--- src/hw/rtl/cnle_pkg.sv ---
// ----------------------------------------------------------------------------
// cnle_pkg
// Types, constants, microcode program and CRC step shared by the
// nibble length encoder.
// ----------------------------------------------------------------------------
package cnle_pkg;

  localparam int CNLE_MAX_LEN = 32;
  localparam int CNLE_CNT_W   = 6;

  localparam logic [7:0] CRC_POLY  = 8'h8C;
  localparam logic [7:0] TAG_CRC_L = 8'h02;
  localparam logic [7:0] TAG_CRC_H = 8'h03;
  localparam logic [7:0] TAG_LEN_L = 8'h04;
  localparam logic [7:0] TAG_LEN_H = 8'h05;
  localparam logic [7:0] TAG_BYTE0 = 8'h06;

  typedef struct packed {
    logic [7:0] msg_byte;
    logic       last_byte;
  } cnle_in_t;

  typedef struct packed {
    logic [11:0] symbol_first;
    logic [11:0] symbol_second;
    logic        is_final;
    logic        overflowed;
  } cnle_out_t;

  typedef enum logic [1:0] {
    STEP_ACCEPT = 2'd0,
    STEP_CRC    = 2'd1,
    STEP_LEN    = 2'd2,
    STEP_BYTE   = 2'd3
  } step_t;

  typedef enum logic [1:0] {
    SEL_CRC  = 2'd0,
    SEL_LEN  = 2'd1,
    SEL_BYTE = 2'd2
  } sym_sel_t;

  typedef enum logic [1:0] {
    COND_NONE = 2'd0,
    COND_LAST = 2'd1,
    COND_MORE = 2'd2
  } cond_t;

  // One control word per sequencer step.
  typedef struct packed {
    logic     take_in;
    logic     emit;
    sym_sel_t sel;
    cond_t    cond;
    step_t    jmp;
    step_t    nxt;
    logic     done;
  } uword_t;

  function automatic uword_t ucode(input step_t s);
    uword_t w;
    unique case (s)
      STEP_ACCEPT: w = '{take_in: 1'b1, emit: 1'b0, sel: SEL_CRC, cond: COND_LAST,
                         jmp: STEP_CRC, nxt: STEP_ACCEPT, done: 1'b0};
      STEP_CRC:    w = '{take_in: 1'b0, emit: 1'b1, sel: SEL_CRC, cond: COND_NONE,
                         jmp: STEP_LEN, nxt: STEP_LEN, done: 1'b0};
      STEP_LEN:    w = '{take_in: 1'b0, emit: 1'b1, sel: SEL_LEN, cond: COND_NONE,
                         jmp: STEP_BYTE, nxt: STEP_BYTE, done: 1'b0};
      STEP_BYTE:   w = '{take_in: 1'b0, emit: 1'b1, sel: SEL_BYTE, cond: COND_MORE,
                         jmp: STEP_BYTE, nxt: STEP_ACCEPT, done: 1'b1};
      default:     w = '{take_in: 1'b1, emit: 1'b0, sel: SEL_CRC, cond: COND_LAST,
                         jmp: STEP_CRC, nxt: STEP_ACCEPT, done: 1'b0};
    endcase
    return w;
  endfunction

  // Reflected CRC-8, one byte, least significant bit first.
  function automatic logic [7:0] crc_fold(input logic [7:0] crc_in,
                                          input logic [7:0] b_in);
    logic [7:0] c;
    logic [7:0] b;
    c = crc_in;
    b = b_in;
    for (int k = 0; k < 8; k++) begin
      if (c[0] ^ b[0]) begin
        c = (c >> 1) ^ CRC_POLY;
      end else begin
        c = c >> 1;
      end
      b = b >> 1;
    end
    return c;
  endfunction

endpackage

--- src/hw/rtl/crc_nibble_length_encoder.sv ---
// ----------------------------------------------------------------------------
// crc_nibble_length_encoder
// Stores message bytes, runs a reflected CRC-8 over them and emits the
// frame as tagged pairs of 12-bit nibble symbols.
// ----------------------------------------------------------------------------
// Usage:
//   msg channel: one message byte per item, last_byte marks the final one.
//   Bytes are taken one per cycle in the accept step; each kept byte is stored and folded into
//   the CRC in the cycle it is accepted. Bytes beyond MAX_LEN are dropped
//   and the frame is marked overflowed.
//   sym channel: after the last byte, the frame goes out as len+2 items:
//   the CRC pair, the length pair, then one pair per stored byte.
//   The first pair is loaded into the output register from the CRC step that
//   follows the last byte, then one pair per cycle while the receiver takes them.
//   The rate is set by the four-step microcode sequencer: one step per
//   cycle unless stalled, the byte pairs read from the byte store one address per cycle.
//   No bytes are taken while a frame is being emitted.
//   When the receiver stalls, the current pair holds in the output register
//   and the sequencer waits on the emitting step.
//   Reset clears the sequencer, counters, CRC and output valid; the
//   byte store needs no clearing since only bytes of the current message
//   are read.
// ----------------------------------------------------------------------------
module crc_nibble_length_encoder #(
  parameter int MAX_LEN = cnle_pkg::CNLE_MAX_LEN
) (
  input  logic                clk,
  input  logic                rst,
  input  logic                msg_valid,
  output logic                msg_ready,
  input  cnle_pkg::cnle_in_t  msg,
  output logic                sym_valid,
  input  logic                sym_ready,
  output cnle_pkg::cnle_out_t sym
);
  import cnle_pkg::*;

  localparam int AW = (MAX_LEN > 1) ? $clog2(MAX_LEN) : 1;
  localparam logic [CNLE_CNT_W-1:0] MaxCnt = CNLE_CNT_W'(MAX_LEN);

  step_t                 step;
  step_t                 step_next;
  uword_t                uw;
  logic [CNLE_CNT_W-1:0] count;
  logic [CNLE_CNT_W-1:0] idx;
  logic [CNLE_CNT_W-1:0] idx_next;
  logic [7:0]            crc;
  logic                  ovf;
  logic [7:0]            byte_store [MAX_LEN];
  logic [7:0]            rd_data;
  logic                  in_fire;
  logic                  load_ok;
  logic                  fire;
  logic                  more;
  logic                  take_jump;
  logic                  store_ok;
  logic [7:0]            byte_tag;
  cnle_out_t             pair;

  assign uw        = ucode(step);
  assign msg_ready = uw.take_in;
  assign in_fire   = msg_valid && msg_ready;
  assign load_ok   = !sym_valid || sym_ready;
  assign fire      = (!uw.take_in || in_fire) && (!uw.emit || load_ok);
  assign more      = (CNLE_CNT_W'(idx + 1'b1) != count);
  assign store_ok  = (count < MaxCnt);

  always_comb begin
    unique case (uw.cond)
      COND_LAST: take_jump = msg.last_byte;
      COND_MORE: take_jump = more;
      default:   take_jump = 1'b1;
    endcase
    step_next = step;
    if (fire) begin
      step_next = take_jump ? uw.jmp : uw.nxt;
    end
  end

  // Byte index advances on each byte pair emitted and wraps to zero at the
  // end of the frame; the store read below is addressed with the next index, so rd_data matches idx.
  always_comb begin
    idx_next = idx;
    if (fire && uw.sel == SEL_BYTE && uw.emit) begin
      idx_next = more ? CNLE_CNT_W'(idx + 1'b1) : '0;
    end
  end

  assign byte_tag = 8'(TAG_BYTE0 + {idx, 1'b0});

  always_comb begin
    pair.overflowed = ovf;
    pair.is_final   = 1'b0;
    unique case (uw.sel)
      SEL_CRC: begin
        pair.symbol_first  = {TAG_CRC_L, crc[3:0]};
        pair.symbol_second = {TAG_CRC_H, crc[7:4]};
      end
      SEL_LEN: begin
        pair.symbol_first  = {TAG_LEN_L, count[3:0]};
        pair.symbol_second = {TAG_LEN_H, 2'b00, count[5:4]};
      end
      SEL_BYTE: begin
        pair.symbol_first  = {byte_tag, rd_data[3:0]};
        pair.symbol_second = {8'(byte_tag + 1'b1), rd_data[7:4]};
        pair.is_final      = !more;
      end
      default: begin
        pair.symbol_first  = '0;
        pair.symbol_second = '0;
      end
    endcase
  end

  always_ff @(posedge clk) begin
    if (in_fire && store_ok) begin
      byte_store[count[AW-1:0]] <= msg.msg_byte;
    end
    rd_data <= byte_store[idx_next[AW-1:0]];
  end

  always_ff @(posedge clk) begin
    if (rst) begin
      step      <= STEP_ACCEPT;
      count     <= '0;
      idx       <= '0;
      crc       <= '0;
      ovf       <= 1'b0;
      sym_valid <= 1'b0;
    end else begin
      step <= step_next;
      idx  <= idx_next;
      if (in_fire) begin
        if (store_ok) begin
          count <= CNLE_CNT_W'(count + 1'b1);
          crc   <= crc_fold(crc, msg.msg_byte);
        end else begin
          ovf <= 1'b1;
        end
      end
      if (fire && uw.emit) begin
        sym_valid <= 1'b1;
      end else if (sym_ready) begin
        sym_valid <= 1'b0;
      end
      if (fire && uw.done && !more) begin
        count <= '0;
        crc   <= '0;
        ovf   <= 1'b0;
      end
    end
  end

  always_ff @(posedge clk) begin
    if (fire && uw.emit) begin
      sym <= pair;
    end
  end

  a_count_bound: assert property (@(posedge clk) disable iff (rst)
    count <= MaxCnt)
    else $error("byte count beyond storage depth");

  a_ovf_full: assert property (@(posedge clk) disable iff (rst)
    ovf |-> count == MaxCnt)
    else $error("overflow flagged while storage not full");

  a_byte_idx: assert property (@(posedge clk) disable iff (rst)
    step == STEP_BYTE |-> idx < count)
    else $error("byte pair index past message length");

  a_frame_clear: assert property (@(posedge clk) disable iff (rst)
    fire && uw.done && !more |=> count == '0 && crc == '0 && !ovf && idx == '0)
    else $error("state not cleared after final pair");

  a_no_take_emit: assert property (@(posedge clk) disable iff (rst)
    step != STEP_ACCEPT |-> !msg_ready)
    else $error("byte taken while frame is being emitted");

endmodule
--- config.mk ---
export PLATFORM = sky130hd
export DESIGN_NAME = crc_nibble_length_encoder
export DESIGN_NICKNAME = d
export VERILOG_FILES = /design/src/hw/rtl/cnle_pkg.sv /design/src/hw/rtl/crc_nibble_length_encoder.sv
export SDC_FILE = /design/constraint.sdc
export NUM_CORES = 1
export LEC_CHECK = 0
export BUFFER_PORTS_ARGS = -buffer_cell sky130_fd_sc_hd__buf_2
export CAP_MARGIN = 20
export CORE_MARGIN = 3
export CORE_UTILIZATION = 56
export DETAILED_ROUTE_END_ITERATION = 10
export PLACE_DENSITY = 0.76
export SLEW_MARGIN = 20
export SYNTH_ARGS = -nofsm -noshare
export SYNTH_HDL_FRONTEND = slang
export SYNTH_SLANG_ARGS = --single-unit
export TNS_END_PERCENT = 5
--- constraint.sdc ---
create_clock -name clk -period 3.2 [get_ports clk]
set_input_delay 0.16 -clock clk [delete_from_list [all_inputs] [get_ports clk]]
set_output_delay 0.16 -clock clk [all_outputs]
set_load 0.005 [all_outputs]
After elaboration in Yosys (flattened, before gate mapping) --
Memories as Yosys holds them, arrays and structs flattened. A register that Yosys moved wholly into a read port is not among the register bits. Index checks and enable logic that the tools add are counted.
Cells by class: reduce and logical (&&, ||, !) cells 21, $lt $le $gt $ge 1, eq/ne operators 8, multiplexer cells 39, add/subtract/negate cells 4, bitwise gates (word level) 17
Operators by type and width (count):
- $mux 8 | 29
- $pmux 24 s3 | 1
- $pmux 11 s4 | 1
- $not 2->3 | 8
- $add 6x1->6 const B | 2
- $add 3x7->8 const A | 1
- $add 8x1->8 const B | 1
- $eq 2x2->1 const B | 4
- $logic_and 1x1->1 | 8
- $xor 1x1->1 | 8
- $eq 2x1->1 const B | 3
- $lt 6x6->1 const B | 1
- $mux 6 | 1
- $ne 6x6->1 | 1
- $mux 5 | 1
- $logic_not 1->1 | 4
- $logic_not 2->1 | 2
- $mux 1 | 4
- $reduce_and 2->1 | 2
- $logic_or 1x1->1 | 3
- $mux 2 | 1
- $pmux 1 s2 | 1
- $reduce_bool 2->1 | 1
- $reduce_or 2->1 | 1
- $not 1->1 | 1
Storage, ports and cells: register bits 50, memories 1, bits of input ports 13, memory bits (writable) 256, output and inout bits 28
Memories:
- byte_store | depth 32, bits a word 8, read ports 1, clocked after memory_dff 1, write ports 1, line crc_nibble_length_encoder.sv:49 | logic [7:0] byte_store [MAX_LEN];

Logic depth before layout (Yosys ltp) --
depth after elaboration 37, depth in mapped cells 16, gate-level depth less buffers 10

Least setup slack after synthesis --
OpenSTA, ideal clock, no wires.
path type register to register, start reg idx[0], end reg rd_data[1], read port of byte_store, required time 3.080 ns, period minus slack after synthesis 3.216 ns, slack -0.016 ns, stages on the path, launching flop included 17, buffers on the path 6, setup time 0.120 ns, arrival time 3.097 ns, cell sequence dfxtp_1 -> buf_2 -> inv_1 -> buf_2 -> buf_2 -> buf_2 -> ha_1 -> xor2_1 -> nor2_1 -> o2111a_4 -> a21oi_4 -> buf_6 -> buf_4 -> and3_1 -> a31oi_1 -> nand4_1 -> a211o_1
On the way: cells in the longest elaborated chain, start to end 4
RTL lines:
- from (decl) | line crc_nibble_length_encoder.sv:45 | logic [CNLE_CNT_W-1:0] idx;
- from (signal assigned) | line crc_nibble_length_encoder.sv:132 | idx <= idx_next;
- $add 6x1->6 | line crc_nibble_length_encoder.sv:65, crc_nibble_length_encoder.sv:85
- $ne 6x6->1 | line crc_nibble_length_encoder.sv:65 | assign more = (CNLE_CNT_W'(idx + 1'b1) != count);
- $mux 6 | line crc_nibble_length_encoder.sv:85 | idx_next = more ? CNLE_CNT_W'(idx + 1'b1) : '0;
- $mux 5 * | line crc_nibble_length_encoder.sv:84 | if (fire && uw.sel == SEL_BYTE && uw.emit) begin
- to (decl) | line crc_nibble_length_encoder.sv:50 | logic [7:0] rd_data;
Every way passes the cells marked *; elsewhere a longest branch is shown, timed or not. A chain may end at the register's enable or synchronous reset.

Worst setup path in the final report --
start reg step[0], end reg rd_data[4], read port of byte_store
On the way: cells in the longest elaborated chain, start to end 8, elaborated cells on any way between the ends 15, classes of those cells eq/ne (4); mux (2); reduce/logical (9)
RTL lines:
- from (decl) | line crc_nibble_length_encoder.sv:41 | step_t step;
- from (signal assigned) | line crc_nibble_length_encoder.sv:131 | step <= step_next;
- $eq 2x2->1, or another cell as far along | line cnle_pkg.sv:62 | unique case (s)
- $pmux 11 s4 * | line cnle_pkg.sv:62
- $logic_not 1->1 / $logic_and 1x1->1 (equally long branches) | line crc_nibble_length_encoder.sv:64, crc_nibble_length_encoder.sv:62
- $logic_or 1x1->1 | line crc_nibble_length_encoder.sv:64 | assign fire = (!uw.take_in || in_fire) && (!uw.emit || load_ok);
- $logic_and 1x1->1 | line crc_nibble_length_encoder.sv:64
- $logic_and 1x1->1 | line crc_nibble_length_encoder.sv:84
- $logic_and 1x1->1 * | line crc_nibble_length_encoder.sv:84
- $mux 5 * | line crc_nibble_length_encoder.sv:84
Marked as above.

==> metrics.cfg <==
[global_route]
grt_max_degree=58
grt_pass1_vias=8975
antenna_found_initial=0
grt_pass1_wl_mm=54.7
grt-ovfl-total=0
grt.total_usage=0.272

[timing]
worst_slew_pin_slew_ns=0.849
fin_crit_ns=3.10
finalSetupViolations=0
rsz0062_at_grt=true
hold_violations=0
setup-tns-final_ns=0
relSlewSlack=0.432
skew_ns=0.0169
finalMaxSlewViolations=0
finalCritPeriodShare=0.968
hold_ws_ns=0.0614
fmax_mhz=323

[die]
start_util=0.577
die_h_um=163
dieArea_um2=26500
rows=56
core_um2=23800
die_x_um=163
io_pins=41

[synth]
synth_edf_count=274
synthDistinctLibCells=65
synth_seq_cells=306
synth_nets=1072
postSynthAreaPerCell_um2=13.1
ys_seq_area_frac=0.645
postSynth.topFlopCell=edfxtp_1
synth_area_um2=13700
yosysWarnings=0
synthCells=1047
async_flop_share=0

[setup_path]
crit_buf_inv=1
worstPathMaxFanout=8
reg2reg_to=rd_data[4]
crit_path_start_kind=register
r2r_start=step[0]
critPathKind=reg2reg
r2r_setup_slack_ns=0.10
critical-path-max-stage-delay_ns=0.68
cp_cell_sequence=inv_1 -> ha_1 -> nand2b_2 -> nor3_1 -> xor2_2 -> nand3_1 -> o311ai_1 -> a211o_1
cp-end-kind=register
slowest_stage=o311ai_1
cp.arrival_ns=3.60
cp_data_required_time_ns=3.70
worstRegToRegCells=8
crit_family=simple AND/OR/NAND/NOR gates

[placed_design]
port-buffer-count=39
placed_area_um2=14500
place_congestion=0.966
hpwl_mm=23.3

[clock_tree]
clkTransAtPathRegs_ns=0.06
htreeDepth=1
cts_setup_buffers=0
root_buffer=clkbuf_16
cts_tree=done
insertion_delay_ns=0.57
cts_buffers=30
numClockSinks=306
cts_max_path_buffers=3

[routing]
ant_nets=0
drt_pass1_iterations=5
routed_wl_mm=35.6
drt-wirelength-per-cell_um=24.5
vias_per_cell=6.41
post-route-drc-count=0
vias=9335
drt-initial-drc-count=1337

[job]
drv_cap=0

[pwr]
max-vdd-ir-drop_mv=0.452
p_leak_nw=5.42
p_per_area_nw_per_um2=619
total_power_mw=9.68

[layout]
finish.utilization=0.656
area_growth_pct=13.7
stdcell_area_um2=15600
drive_gt1_frac=0.179
fill_cells=1728
antenna_cells=0
nets=1139

[hold_path]
hold_depth=4
hold_path_class=in2reg
hold_start=msg[0]
holdPathEnd=step[1]

[run_status]
outcome=finished clean

Yosys cell counts (3+ instances only):
library cell	number	area, um^2
clkbuf_1	25	93.8
a221o_1	4	40.0
a22o_1	21	184
ha_1	12	150
buf_6	5	56.3
o21ai_0	65	325
mux2_2	15	169
o211ai_1	12	90.1
a21oi_1	22	110
dfxtp_1	32	641
mux2i_1	61	611
and3_1	16	100
nand4_1	8	50.1
xor2_1	14	123
a22oi_1	10	75.1
o311ai_1	7	61.3
xnor2_1	22	193
a211o_1	9	78.8
a31oi_1	12	75.1
nor2b_1	3	18.8
nor2_1	70	263
o221ai_1	7	61.3
buf_4	20	150
a211oi_1	28	210
o21ai_1	8	40.0
nand3_1	35	175
nand2_1	74	278
and2_1	4	25.0
inv_1	16	60.1
nor3_1	20	100
edfxtp_1	274	8230
o22ai_1	16	100
buf_2	23	115
a221oi_1	32	280
or3_1	4	25.0
nand2b_1	3	18.8
worst min-delay path: stages:
cell and delay [ns]:
buf_2 0.08, a221o_1 0.18, a22oi_1 0.07, nor2_1 0.09
power breakdown:
group | internal (mW) | switching [mW]
Combinational | 0.545 | 0.824
Sequential | 4.65 | 0.159
Clock | 2.00 | 1.50
layer usage:
| metal | share of wire | vias to the layer above | track usage |
|---|---|---|---|
| met2 | 0.45 | 571 | 0.419 |
| met5 | 0 | - | 0 |
| met3 | 0.12 | 77 | 0.0720 |
| li1 | - | 4189 | - |
| met4 | 0.037 | 0 | 0.0942 |
| met1 | 0.39 | 4498 | 0.380 |
area by class of cell:
cell class,instances,area (um^2),share of cell area
Inverter,16,60.1,0.00384
Timing Repair Buffer,110,846,0.0541
Clock buffer,32,779,0.0499
Clock inverter,23,205,0.0131
Multi-Input combinational cell,650,4470,0.286
Tap cell,319,399,0.0255
Sequential cell,306,8870,0.567
layout by cell type (no fill, tap or decap), drive strengths merged, types with 8 or more instances in the layout:
master  instances
a211o           9
a211oi         28
a21oi          25
a221oi         32
a22o           21
a22oi          10
a31oi          13
and3           16
buf           103
clkbuf         32
clkinv         13
dfxtp          32
edfxtp        274
ha             12
inv            17
mux2           15
mux2i          61
nand2          75
nand3          35
nand4           8
nor2           73
nor3           22
o211ai         13
o21ai          75
o22ai          16
xnor2          22
xor2           14
repair_timing:
item / 4_1_cts / 5_1_grt
cloned: 0 / 0
endpoints found under the setup margin: 7 / 7
resized for setup: 2 / 13
hold buffers: 7 / 0
hold endpoints to repair: 15 / 0
pin swaps: 0 / 0
how the worst max path moves through the flow:
stage          cells after the start  slack (ns)  startpoint         end
2_1_floorplan                     16       0.008      idx[0]  rd_data[1]
3_3_place_gp                      10       -0.12     step[0]  rd_data[4]
3_5_place_dp                      10       -0.15     step[0]  rd_data[4]
4_1_cts                           10        0.04     step[0]  rd_data[4]
5_1_grt                           11       -0.04     step[0]  rd_data[1]
6_report                           8        0.10     step[0]  rd_data[4]
per-stage QoR:
stage | instances | worst slack [ns]
finish | 1456 | 0.103
global route | 1456 | -0.0368
CTS | 1456 | 0.0361
detailed placement | 1394 | -0.149
global placement | 1394 | -0.118
floorplan | 1047 | 0.00785
flip-flops by register name (all words and copies together), names as in the netlist:
name        flops
sym            18
sym_valid       1
rd_data         8
step            2
idx             6
count           6
byte_store    256
ovf             1
crc             8
kinds of logic after synthesis:
family / share of synthesized area
AND/OR/NAND/NOR: 0.0858
adder cells (fa/ha/maj): 0.0109
flip-flops: 0.645
XOR/XNOR: 0.0229
other: 0.000273
multiplexers: 0.0567
AO/OA/AOI/OAI: 0.143
buffers and inverters: 0.0351
Note: power is estimated with default switching activity, not from simulation.
